### src/hw/rtl/vmlf_pkg.sv
package vmlf_pkg;

  // address width default for the play position
  localparam int ADDR_BITS_DEF = 24;

  // fixed field widths
  localparam int SAMPLE_W = 16;
  localparam int GAIN_W   = 18;
  localparam int INDEX_W  = 24;
  localparam int LEVEL_W  = 17;
  localparam int STEP_W   = 21;
  localparam int ACTION_W = 2;
  localparam int CFG_IDX_W  = 3;
  localparam int CFG_DATA_W = 24;

  // configuration register indexes
  localparam logic [CFG_IDX_W-1:0] CFG_GAIN         = 3'd0;
  localparam logic [CFG_IDX_W-1:0] CFG_LOOP_START   = 3'd1;
  localparam logic [CFG_IDX_W-1:0] CFG_LOOP_END     = 3'd2;
  localparam logic [CFG_IDX_W-1:0] CFG_LOOP_ENABLE  = 3'd3;
  localparam logic [CFG_IDX_W-1:0] CFG_SAMPLE_TOTAL = 3'd4;

  // action codes
  localparam logic [ACTION_W-1:0] ACT_MIX     = 2'd0;
  localparam logic [ACTION_W-1:0] ACT_FADE    = 2'd1;
  localparam logic [ACTION_W-1:0] ACT_RESTART = 2'd2;

  localparam logic [GAIN_W-1:0]  GAIN_UNITY  = 18'd65536;
  localparam logic [LEVEL_W-1:0] LEVEL_UNITY = 17'd65536;
  localparam logic [LEVEL_W-1:0] LEVEL_MAX   = 17'd131071;

  // controller to datapath commands
  typedef struct packed {
    logic load;       // latch the word, take gain * level
    logic mul_left;   // left magnitude * factor
    logic mul_right;  // right magnitude * factor, left mix
    logic wb;         // right mix, state update, output register
  } vmlf_cmd_t;

endpackage

### src/hw/rtl/vmlf_ctrl.sv
module vmlf_ctrl
  import vmlf_pkg::*;
(
  input  logic      clk,
  input  logic      rst_n,
  input  logic      in_valid,
  output logic      in_stall,
  output logic      out_valid,
  input  logic      out_stall,
  output vmlf_cmd_t cmd
);

  localparam logic [1:0] S_IDLE  = 2'd0;
  localparam logic [1:0] S_LEFT  = 2'd1;
  localparam logic [1:0] S_RIGHT = 2'd2;
  localparam logic [1:0] S_WB    = 2'd3;

  logic [1:0] state_r, state_nxt;
  logic       out_valid_r, out_valid_nxt;
  logic       out_free;

  assign out_free  = !out_valid_r || !out_stall;
  assign in_stall  = (state_r != S_IDLE);
  assign out_valid = out_valid_r;

  always_comb begin
    state_nxt     = state_r;
    out_valid_nxt = out_valid_r && out_stall;
    cmd           = '0;
    unique case (state_r)
      S_IDLE: begin
        if (in_valid) begin
          cmd.load  = 1'b1;
          state_nxt = S_LEFT;
        end
      end
      S_LEFT: begin
        cmd.mul_left = 1'b1;
        state_nxt    = S_RIGHT;
      end
      S_RIGHT: begin
        cmd.mul_right = 1'b1;
        state_nxt     = S_WB;
      end
      S_WB: begin
        if (out_free) begin
          cmd.wb        = 1'b1;
          out_valid_nxt = 1'b1;
          state_nxt     = S_IDLE;
        end
      end
      default: state_nxt = S_IDLE;
    endcase
  end

  always_ff @(posedge clk) begin
    if (!rst_n) begin
      state_r     <= S_IDLE;
      out_valid_r <= 1'b0;
    end else begin
      state_r     <= state_nxt;
      out_valid_r <= out_valid_nxt;
    end
  end

  a_accept_starts: assert property (@(posedge clk) disable iff (!rst_n)
    (in_valid && !in_stall) |=> state_r == S_LEFT)
    else $error("accepted word did not start the multiply sequence");

  a_valid_from_wb: assert property (@(posedge clk) disable iff (!rst_n)
    $rose(out_valid_r) |-> $past(state_r) == S_WB)
    else $error("result appeared without write-back");

  a_wb_waits: assert property (@(posedge clk) disable iff (!rst_n)
    (state_r == S_WB && out_valid_r && out_stall) |=> state_r == S_WB)
    else $error("write-back overran a held result");

  a_cmd_single: assert property (@(posedge clk) disable iff (!rst_n)
    $onehot0({cmd.load, cmd.mul_left, cmd.mul_right, cmd.wb}))
    else $error("more than one datapath command at once");

endmodule

### src/hw/rtl/vmlf_datapath.sv
module vmlf_datapath
  import vmlf_pkg::*;
#(
  parameter int ADDR_BITS = ADDR_BITS_DEF
) (
  input  logic                         clk,
  input  logic                         rst_n,
  input  vmlf_cmd_t                    cmd,
  input  logic                         cfg_we,
  input  logic [CFG_IDX_W-1:0]         cfg_index,
  input  logic [CFG_DATA_W-1:0]        cfg_data,
  input  logic [ACTION_W-1:0]          in_action,
  input  logic signed [SAMPLE_W-1:0]   in_acc_left,
  input  logic signed [SAMPLE_W-1:0]   in_acc_right,
  input  logic signed [SAMPLE_W-1:0]   in_voice_left,
  input  logic signed [SAMPLE_W-1:0]   in_voice_right,
  input  logic [LEVEL_W-1:0]           in_fade_target,
  input  logic signed [STEP_W-1:0]     in_fade_step,
  output logic signed [SAMPLE_W-1:0]   out_mix_left,
  output logic signed [SAMPLE_W-1:0]   out_mix_right,
  output logic [INDEX_W-1:0]           out_fetch_address,
  output logic                         out_voice_done
);

  localparam int CMP_W  = (ADDR_BITS > INDEX_W) ? ADDR_BITS : INDEX_W;
  localparam int OPA_W  = GAIN_W + 1;
  localparam int OPB_W  = LEVEL_W;
  localparam int PROD_W = OPA_W + OPB_W;
  localparam int SUM_W  = 23;

  // configuration
  logic [GAIN_W-1:0]  gain_r;
  logic [INDEX_W-1:0] loop_start_r, loop_end_r, sample_total_r;
  logic               loop_enable_r;

  // voice state
  logic [ADDR_BITS-1:0]     position_r, position_nxt;
  logic [LEVEL_W-1:0]       level_r, level_nxt;
  logic signed [STEP_W-1:0] slope_r, slope_nxt;
  logic [LEVEL_W-1:0]       goal_r, goal_nxt;
  logic                     finished_r, finished_nxt;

  // latched word
  logic [ACTION_W-1:0]        action_r;
  logic signed [SAMPLE_W-1:0] acc_l_r, acc_r_r, voice_l_r, voice_r_r;
  logic [LEVEL_W-1:0]         target_r;
  logic signed [STEP_W-1:0]   step_r;

  logic [OPA_W-1:0]         factor_r;
  logic [PROD_W-1:0]        prod_r;
  logic signed [SAMPLE_W-1:0] mix_l_r;

  logic [OPA_W-1:0]  op_a;
  logic [OPB_W-1:0]  op_b;
  logic [PROD_W-1:0] prod;
  logic [SAMPLE_W-1:0] mag_l, mag_r;

  logic [INDEX_W-1:0]   end_idx;
  logic                 looping, play;
  logic [ADDR_BITS-1:0] pos_inc;

  logic signed [SUM_W-1:0] lv_sum;
  logic [LEVEL_W-1:0]      lv_clamp;
  logic                    lv_hit;

  logic signed [SAMPLE_W-1:0] mix_r_val;
  logic signed [SAMPLE_W-1:0] out_l_val, out_r_val;

  logic signed [SAMPLE_W-1:0] out_mix_left_r, out_mix_right_r;
  logic [INDEX_W-1:0]         out_fetch_address_r;
  logic                       out_voice_done_r;

  // acc + sign(sample) * (product >> 16), saturated to 16 bits
  function automatic logic signed [SAMPLE_W-1:0] mix_sat(
    input logic signed [SAMPLE_W-1:0] acc,
    input logic [PROD_W-1:0]          p,
    input logic                       neg
  );
    logic [OPA_W-1:0]        q;
    logic signed [OPA_W+1:0] c;
    logic signed [OPA_W+1:0] s;
    begin
      q = p[PROD_W-2:16];
      c = neg ? -$signed({2'b00, q}) : $signed({2'b00, q});
      s = $signed({{(OPA_W+2-SAMPLE_W){acc[SAMPLE_W-1]}}, acc}) + c;
      if (s > $signed((OPA_W+2)'(32767)))
        mix_sat = 16'sh7fff;
      else if (s < -$signed((OPA_W+2)'(32768)))
        mix_sat = 16'sh8000;
      else
        mix_sat = s[SAMPLE_W-1:0];
    end
  endfunction

  // shared multiplier: gain * level, then each sample magnitude * factor
  assign mag_l = voice_l_r[SAMPLE_W-1] ? SAMPLE_W'(-voice_l_r) : voice_l_r;
  assign mag_r = voice_r_r[SAMPLE_W-1] ? SAMPLE_W'(-voice_r_r) : voice_r_r;

  always_comb begin
    if (cmd.mul_left) begin
      op_a = factor_r;
      op_b = {1'b0, mag_l};
    end else if (cmd.mul_right) begin
      op_a = factor_r;
      op_b = {1'b0, mag_r};
    end else begin
      op_a = {1'b0, gain_r};
      op_b = level_r;
    end
  end

  assign prod = op_a * op_b;

  // loop bounds
  assign end_idx = (loop_end_r < sample_total_r) ? loop_end_r : sample_total_r;
  assign looping = loop_enable_r && (loop_start_r < end_idx);
  assign play    = looping ? (CMP_W'(position_r) < CMP_W'(end_idx))
                           : (CMP_W'(position_r) < CMP_W'(sample_total_r));
  assign pos_inc = play ? ADDR_BITS'(position_r + 1'b1) : position_r;

  // fade step
  assign lv_sum = $signed({{(SUM_W-LEVEL_W){1'b0}}, level_r})
                + $signed({{(SUM_W-STEP_W){slope_r[STEP_W-1]}}, slope_r});

  always_comb begin
    if (lv_sum[SUM_W-1])
      lv_clamp = '0;
    else if (|lv_sum[SUM_W-2:LEVEL_W])
      lv_clamp = LEVEL_MAX;
    else
      lv_clamp = lv_sum[LEVEL_W-1:0];
    lv_hit = slope_r[STEP_W-1] ? (lv_clamp <= goal_r) : (lv_clamp >= goal_r);
  end

  assign mix_r_val = mix_sat(acc_r_r, prod_r, voice_r_r[SAMPLE_W-1]);

  always_comb begin
    position_nxt = position_r;
    finished_nxt = finished_r;
    level_nxt    = level_r;
    slope_nxt    = slope_r;
    goal_nxt     = goal_r;
    out_l_val    = acc_l_r;
    out_r_val    = acc_r_r;
    unique case (action_r)
      ACT_MIX: begin
        if (!finished_r) begin
          if (play) begin
            out_l_val = mix_l_r;
            out_r_val = mix_r_val;
          end
          if (slope_r != '0) begin
            if (lv_hit) begin
              level_nxt = goal_r;
              slope_nxt = '0;
            end else begin
              level_nxt = lv_clamp;
            end
          end
          if (looping) begin
            if (CMP_W'(pos_inc) >= CMP_W'(end_idx))
              position_nxt = ADDR_BITS'(loop_start_r);
            else
              position_nxt = pos_inc;
          end else begin
            position_nxt = pos_inc;
            if (CMP_W'(pos_inc) >= CMP_W'(sample_total_r))
              finished_nxt = 1'b1;
          end
        end
      end
      ACT_FADE: begin
        goal_nxt  = target_r;
        slope_nxt = (target_r == level_r) ? '0 : step_r;
      end
      ACT_RESTART: begin
        position_nxt = '0;
        finished_nxt = 1'b0;
        level_nxt    = LEVEL_UNITY;
        slope_nxt    = '0;
        goal_nxt     = LEVEL_UNITY;
      end
      default: ;
    endcase
  end

  always_ff @(posedge clk) begin
    if (!rst_n) begin
      gain_r         <= GAIN_UNITY;
      loop_start_r   <= '0;
      loop_end_r     <= '0;
      loop_enable_r  <= 1'b0;
      sample_total_r <= '0;
    end else if (cfg_we) begin
      unique case (cfg_index)
        CFG_GAIN:         gain_r         <= cfg_data[GAIN_W-1:0];
        CFG_LOOP_START:   loop_start_r   <= cfg_data[INDEX_W-1:0];
        CFG_LOOP_END:     loop_end_r     <= cfg_data[INDEX_W-1:0];
        CFG_LOOP_ENABLE:  loop_enable_r  <= cfg_data[0];
        CFG_SAMPLE_TOTAL: sample_total_r <= cfg_data[INDEX_W-1:0];
        default: ;
      endcase
    end
  end

  always_ff @(posedge clk) begin
    if (!rst_n) begin
      position_r <= '0;
      finished_r <= 1'b0;
      level_r    <= LEVEL_UNITY;
      slope_r    <= '0;
      goal_r     <= LEVEL_UNITY;
    end else if (cmd.wb) begin
      position_r <= position_nxt;
      finished_r <= finished_nxt;
      level_r    <= level_nxt;
      slope_r    <= slope_nxt;
      goal_r     <= goal_nxt;
    end
  end

  always_ff @(posedge clk) begin
    if (cmd.load) begin
      action_r  <= in_action;
      acc_l_r   <= in_acc_left;
      acc_r_r   <= in_acc_right;
      voice_l_r <= in_voice_left;
      voice_r_r <= in_voice_right;
      target_r  <= in_fade_target;
      step_r    <= in_fade_step;
      factor_r  <= prod[PROD_W-2:16];
    end
    if (cmd.mul_left || cmd.mul_right)
      prod_r <= prod;
    if (cmd.mul_right)
      mix_l_r <= mix_sat(acc_l_r, prod_r, voice_l_r[SAMPLE_W-1]);
    if (cmd.wb) begin
      out_mix_left_r      <= out_l_val;
      out_mix_right_r     <= out_r_val;
      out_fetch_address_r <= INDEX_W'(position_nxt);
      out_voice_done_r    <= finished_nxt;
    end
  end

  assign out_mix_left      = out_mix_left_r;
  assign out_mix_right     = out_mix_right_r;
  assign out_fetch_address = out_fetch_address_r;
  assign out_voice_done    = out_voice_done_r;

endmodule

### src/hw/rtl/voice_mixer_loop_fade_unit.sv
// one voice of a 16-bit stereo mixer: each mix word adds the voice sample,
// scaled by gain times fade level, to the running left/right mix with
// saturation, steps the fade toward its goal and advances the play position,
// wrapping to loop_start when looping is valid or flagging done at the end of
// the sound; fade and restart words pass the mix through. every word passes
// through load, left multiply, right multiply and write-back: one shared
// 19 x 17 multiplier is used three times in a row (gain times level, left
// magnitude times factor, right magnitude times factor) and write-back does
// the last add, the state update and the load of the output register. the
// output register lets the next word be accepted while a result still waits
// on out_stall; write-back waits only if the previous result has not been
// taken. configuration may be written whenever no word is in flight.
module voice_mixer_loop_fade_unit
  import vmlf_pkg::*;
#(
  parameter int ADDR_BITS = ADDR_BITS_DEF
) (
  input  logic                       clk,
  input  logic                       rst_n,
  // configuration port
  input  logic                       cfg_we,
  input  logic [CFG_IDX_W-1:0]       cfg_index,
  input  logic [CFG_DATA_W-1:0]      cfg_data,
  // input word
  input  logic                       in_valid,
  output logic                       in_stall,
  input  logic [ACTION_W-1:0]        in_action,
  input  logic signed [SAMPLE_W-1:0] in_acc_left,
  input  logic signed [SAMPLE_W-1:0] in_acc_right,
  input  logic signed [SAMPLE_W-1:0] in_voice_left,
  input  logic signed [SAMPLE_W-1:0] in_voice_right,
  input  logic [LEVEL_W-1:0]         in_fade_target,
  input  logic signed [STEP_W-1:0]   in_fade_step,
  // result word
  output logic                       out_valid,
  input  logic                       out_stall,
  output logic signed [SAMPLE_W-1:0] out_mix_left,
  output logic signed [SAMPLE_W-1:0] out_mix_right,
  output logic [INDEX_W-1:0]         out_fetch_address,
  output logic                       out_voice_done
);

  vmlf_cmd_t cmd;

  // sequencer: idle, left multiply, right multiply, write-back
  vmlf_ctrl u_ctrl (
    .clk       (clk),
    .rst_n     (rst_n),
    .in_valid  (in_valid),
    .in_stall  (in_stall),
    .out_valid (out_valid),
    .out_stall (out_stall),
    .cmd       (cmd)
  );

  // registers, voice state, shared multiplier and output register
  vmlf_datapath #(
    .ADDR_BITS (ADDR_BITS)
  ) u_datapath (
    .clk               (clk),
    .rst_n             (rst_n),
    .cmd               (cmd),
    .cfg_we            (cfg_we),
    .cfg_index         (cfg_index),
    .cfg_data          (cfg_data),
    .in_action         (in_action),
    .in_acc_left       (in_acc_left),
    .in_acc_right      (in_acc_right),
    .in_voice_left     (in_voice_left),
    .in_voice_right    (in_voice_right),
    .in_fade_target    (in_fade_target),
    .in_fade_step      (in_fade_step),
    .out_mix_left      (out_mix_left),
    .out_mix_right     (out_mix_right),
    .out_fetch_address (out_fetch_address),
    .out_voice_done    (out_voice_done)
  );

endmodule
### config.mk
export PLATFORM = sky130hd
export DESIGN_NAME = voice_mixer_loop_fade_unit
export DESIGN_NICKNAME = d
export VERILOG_FILES = /design/src/hw/rtl/vmlf_pkg.sv /design/src/hw/rtl/vmlf_ctrl.sv /design/src/hw/rtl/vmlf_datapath.sv /design/src/hw/rtl/voice_mixer_loop_fade_unit.sv
export SDC_FILE = /design/constraint.sdc
export NUM_CORES = 2
export LEC_CHECK = 0
export ABC_AREA = 1
export BUFFER_PORTS_ARGS = -buffer_cell sky130_fd_sc_hd__buf_2
export CAP_MARGIN = 10
export CORE_ASPECT_RATIO = 0.9
export CORE_MARGIN = 8
export CORE_UTILIZATION = 65
export CTS_BUF_LIST = sky130_fd_sc_hd__clkbuf_8
export DETAILED_ROUTE_END_ITERATION = 10
export PLACE_DENSITY = 0.84
export SYNTH_ARGS = -nofsm -noshare
export SYNTH_HDL_FRONTEND = slang
export SYNTH_HIERARCHICAL = 1
export SYNTH_SLANG_ARGS = --single-unit
### constraint.sdc
create_clock -name clk -period 22.8 [get_ports clk]
set_clock_uncertainty 0.2 [all_clocks]
set_input_delay 2.28 -clock clk [delete_from_list [all_inputs] [get_ports clk]]
set_output_delay 2.28 -clock clk [all_outputs]
set_load 0.005 [all_outputs]
==> flow_results.org <==
** Setup path
- Required @ worst endpoint :: 22.95 ns
- The slowest stage of the critical path belongs to the cell ha_1.
- At the worst endpoint, the arrival time is 9.99 ns.
- The worst setup path is of the flip-flop to flip-flop kind.
- In this run the worst path has a maximum fanout of 20.
- Nature of the critical path endpoint :: flip-flop
- Sort of element at the start of the critical path :: flip-flop
- Delay of the slowest cell on the worst path :: about 0.77 ns

** Clock tree
- Postcts setup bufs :: 0
- TritonCTS built the clock tree.
- After clock tree synthesis, the repair step resized 0 gates.
- Post-cts hold buffer count :: 0
- Buffers from clock root to sink, at most :: 3
- The clock tree synthesis step divided the H-tree into 3 levels.
- Number of sinks on the clock net :: a little under 400
- Clock transition at the registers of the reported paths :: roughly 0.06 ns
- Clock tree synthesis inserted a total of between 60 and 70 buffers.
- Clock latency on the worst-skew pair, taken at its later pin, is between 0.6 and 0.7 ns.
- The root buffer cell chosen for the clock tree is clkbuf_8.

** Global route
- First-pass GRT wire length :: around 150000 µm
- The number of antenna violations at the first check in global routing is 2.
- Sum of overflow across all layers after global routing :: 0
- Across every metal layer, demand over resource in global routing totals roughly a third.
- The number of global-route vias before repair is around 28000.
- Maximum number of pins on one net before global-route repair :: around 110

** Outcome
- Status :: complete, no violations

** Placed design
- Count of input and output buffers :: just under 200
- The congestion estimate from routability-driven global placement came to 1.009.
- Post-placement worst setup slack :: 13.23 ns
- The HPWL after detailed placement is between 70000 and 80000 µm.

** Min path
- The min-delay analysis places its worst path in the category flip-flop to flip-flop.

** Synthesis
- Among all flip-flop cells after synthesis, the most frequent one is edfxtp_1.
- Synthesis instantiated 60 different standard cells from the library.
- Of all flip-flops after synthesis, the portion carrying an async set or reset was 0%.
- During synthesis, Yosys emitted a total of 6 warnings.
- Counting flops and latches in the post-synthesis netlist gives roughly 390.
- After synthesis, flip-flops and latches occupy between 30% and 40% of the total area.
- Area of the mapped netlist :: 32950 µm²
- Number of synthesized flops with an enable pin :: 215
- Synthesis produced 4001 cells.
- The number of nets in the synthesized netlist is around 4700.
- A synthesized cell averages 8.236 µm².

** STA
- The routed design could run at a clock period as short as roughly 10 ns.
- In the finished design, the share of the clock period the worst path needs comes to between 40% and 50%.
- Setup repair after global routing missed its margin :: false
- Relative max-transition margin :: a little under a quarter
- Setup violations remaining at the end of the flow were counted as 0.
- Setup slack on the critical path of the routed design comes to 12.96 ns.
- The number of endpoints with negative hold slack in the final report is 0.
- The max-slew violation count came to 0.
- Setup total negative slack on the finished layout was measured at 0 ns.
- Maximum achievable frequency :: 101.6 MHz
- For the pin with the worst max-slew slack, the measured transition is approximately 1.1 ns.

** Floorplan
- Core Area :: 50260 µm²
- Standard-cell row count :: 78
- From bottom edge to top edge, the die measures roughly 230 µm.
- For this configuration, the core starts out at a cell density of between 60% and 70%.
- Floorplan die area :: between 50000 and 60000 µm²
- Die Width :: roughly 250 µm
- In this run the count of I/O pins placed on the die edge is around 200.

** Detailed routing
- After the first detailed-routing iteration, the DRC count stood at between 2000 and 3000.
- After detailed routing, the total wire length is a little over 90000 µm.
- After detailed routing, the number of vias per cell comes to between 5 and 6.
- The detail route stage leaves a number of antenna-violating nets equal to 0.
- In the final routed layout, each cell accounts on average for between 15 and 20 µm.
- The routed layout has 28090 vias.
- Detailed-router iteration count before antenna repair :: 9
- After detailed routing, the number of remaining DRC violations is 0.

** Final layout
- N_diodes :: 0
- Cells with a size suffix above 1 make up 8.955% of the layout.
- Layout area overhead :: 8.554%
- For this run, the post-layout net count is 4877.

** Flow run
- Max-cap violations in this run came to 0.
==> cell usage in the layout, fill, tap and decap left out, drive strengths merged, types with 8 or more instances in the layout <==
master  count
clkinv     37
a21oi     307
o21ai     313
ha        325
a21boi      9
o22a       13
or2        22
dfxtp     174
fa        254
clkbuf     70
nor2      333
inv       628
nand3     140
nand2     828
nor3       36
a211oi     24
buf       229
edfxtp    215
o211ai     17
nand4      22
xor2       94
o21bai      9
o21a        8
nor4       14
xnor2      42
nand3b     10
==> kinds of logic (layout without fill, tap and decap cells) <==
kind of cell | after synthesis | after routing | share of synthesized area (%)
compound gates | 727 | 727 | 12.02
simple gates | 1410 | 1410 | 17.63
buf+inv | 760 | 969 | 8.797
xor+xnor | 136 | 136 | 3.615
flops | 389 | 389 | 30.16
fa+ha+maj | 579 | 579 | 27.77
==> Yosys cell counts, types with 5 or more instances <==
| cell type | count | share of area [%] |
|---|---|---|
| nand2_2 | 7 | 0.13 |
| clkbuf_1 | 118 | 1.3 |
| buf_1 | 7 | 0.080 |
| nand3_1 | 139 | 2.1 |
| nor2_1 | 330 | 3.8 |
| ha_1 | 325 | 12 |
| o21bai_1 | 8 | 0.18 |
| a21o_1 | 7 | 0.16 |
| o21ai_0 | 281 | 4.3 |
| nand4_1 | 22 | 0.42 |
| or2_2 | 21 | 0.40 |
| nor4_1 | 13 | 0.25 |
| clkinv_1 | 18 | 0.21 |
| o21a_1 | 8 | 0.18 |
| o22a_1 | 13 | 0.35 |
| nor3_1 | 33 | 0.50 |
| a21oi_1 | 305 | 4.6 |
| fa_1 | 254 | 15 |
| edfxtp_1 | 215 | 20 |
| xnor2_1 | 42 | 1.1 |
| dfxtp_1 | 174 | 11 |
| o211ai_1 | 17 | 0.39 |
| o21ai_1 | 31 | 0.47 |
| o221ai_1 | 5 | 0.13 |
| a211oi_1 | 24 | 0.55 |
| nand3b_1 | 10 | 0.23 |
| inv_1 | 602 | 6.9 |
| a21boi_0 | 6 | 0.14 |
| xor2_1 | 94 | 2.5 |
| nand2_1 | 817 | 9.3 |
==> through the flow <==
stage          utilization (%)  hold slack, ns  cell area, µm²  std cells
2_1_floorplan                -          0.2307           32950       4001
3_3_place_gp             68.68          0.2448           34520       4774
3_5_place_dp             68.68          0.2550           34520       4774
4_1_cts                  71.18          0.2689           35770       4890
5_1_grt                  71.18          0.3000           35770       4890
6_report                 71.18          0.2726           35770       4890
==> final cells by class <==
| cell class | count | area (µm²) |
|---|---|---|
| multi-input cells | 2852 | 20150 |
| fillers | 3907 | 14490 |
| flip-flops and latches | 389 | 9940 |
| inverters | 624 | 2345 |
| repair buffers | 229 | 1234 |
| clock buffers | 70 | 963.4 |
| well taps | 680 | 850.8 |
| clock inverters | 46 | 291.5 |
==> flip-flops by register name (all words and copies together) (netlist names), 16 cells and up <==
name,flops
u_datapath/out_fetch_address,24
u_datapath/goal_r,17
u_datapath/gain_r,18
u_datapath/factor_r,19
u_datapath/loop_start_r,24
u_datapath/acc_r_r,16
u_datapath/acc_l_r,16
u_datapath/position_r,24
u_datapath/slope_r,21
u_datapath/out_mix_right,16
u_datapath/sample_total_r,24
u_datapath/mix_l_r,16
u_datapath/step_r,21
u_datapath/out_mix_left,16
u_datapath/level_r,17
u_datapath/loop_end_r,24
u_datapath/target_r,17
u_datapath/voice_r_r,16
u_datapath/prod_r,19
u_datapath/voice_l_r,16
==> worst max-delay path, delay by kind of cell (launching register included) <==
family / cells / cell delay, ns
compound gates: 11 / 2.28
xor+xnor: 1 / 0.14
fa+ha+maj: 8 / 3.98
buf+inv: 7 / 1.24
flops: 1 / 0.35
simple gates: 5 / 1.34
==> final timing paths <==
| kind | startpoint | endpoint | slack, ns | depth (start not counted) |
|---|---|---|---|---|
| min | u_datapath/loop_start_r[0] | u_datapath/loop_start_r[0] | 0.27 | 2 |
| max | u_ctrl/state_r[0] | u_datapath/factor_r[18] | 12.96 | 32 |
| min reg2reg | u_datapath/loop_start_r[0] | u_datapath/loop_start_r[0] | 0.27 | 2 |
| max reg2reg | u_ctrl/state_r[0] | u_datapath/factor_r[18] | 12.96 | 32 |
==> routing by layer <==
layer	routed length (µm)	vias up	global-route usage (%)
li1	-	13290	-
met1	35940	13290	38.98
met2	43740	1234	52.90
met3	7777	276	6.385
met4	4758	2	15.22
met5	12	-	0
Power is left out: the tool's default activity adds up to more than one toggle a clock period on the data nets, which glitch-free logic cannot reach.
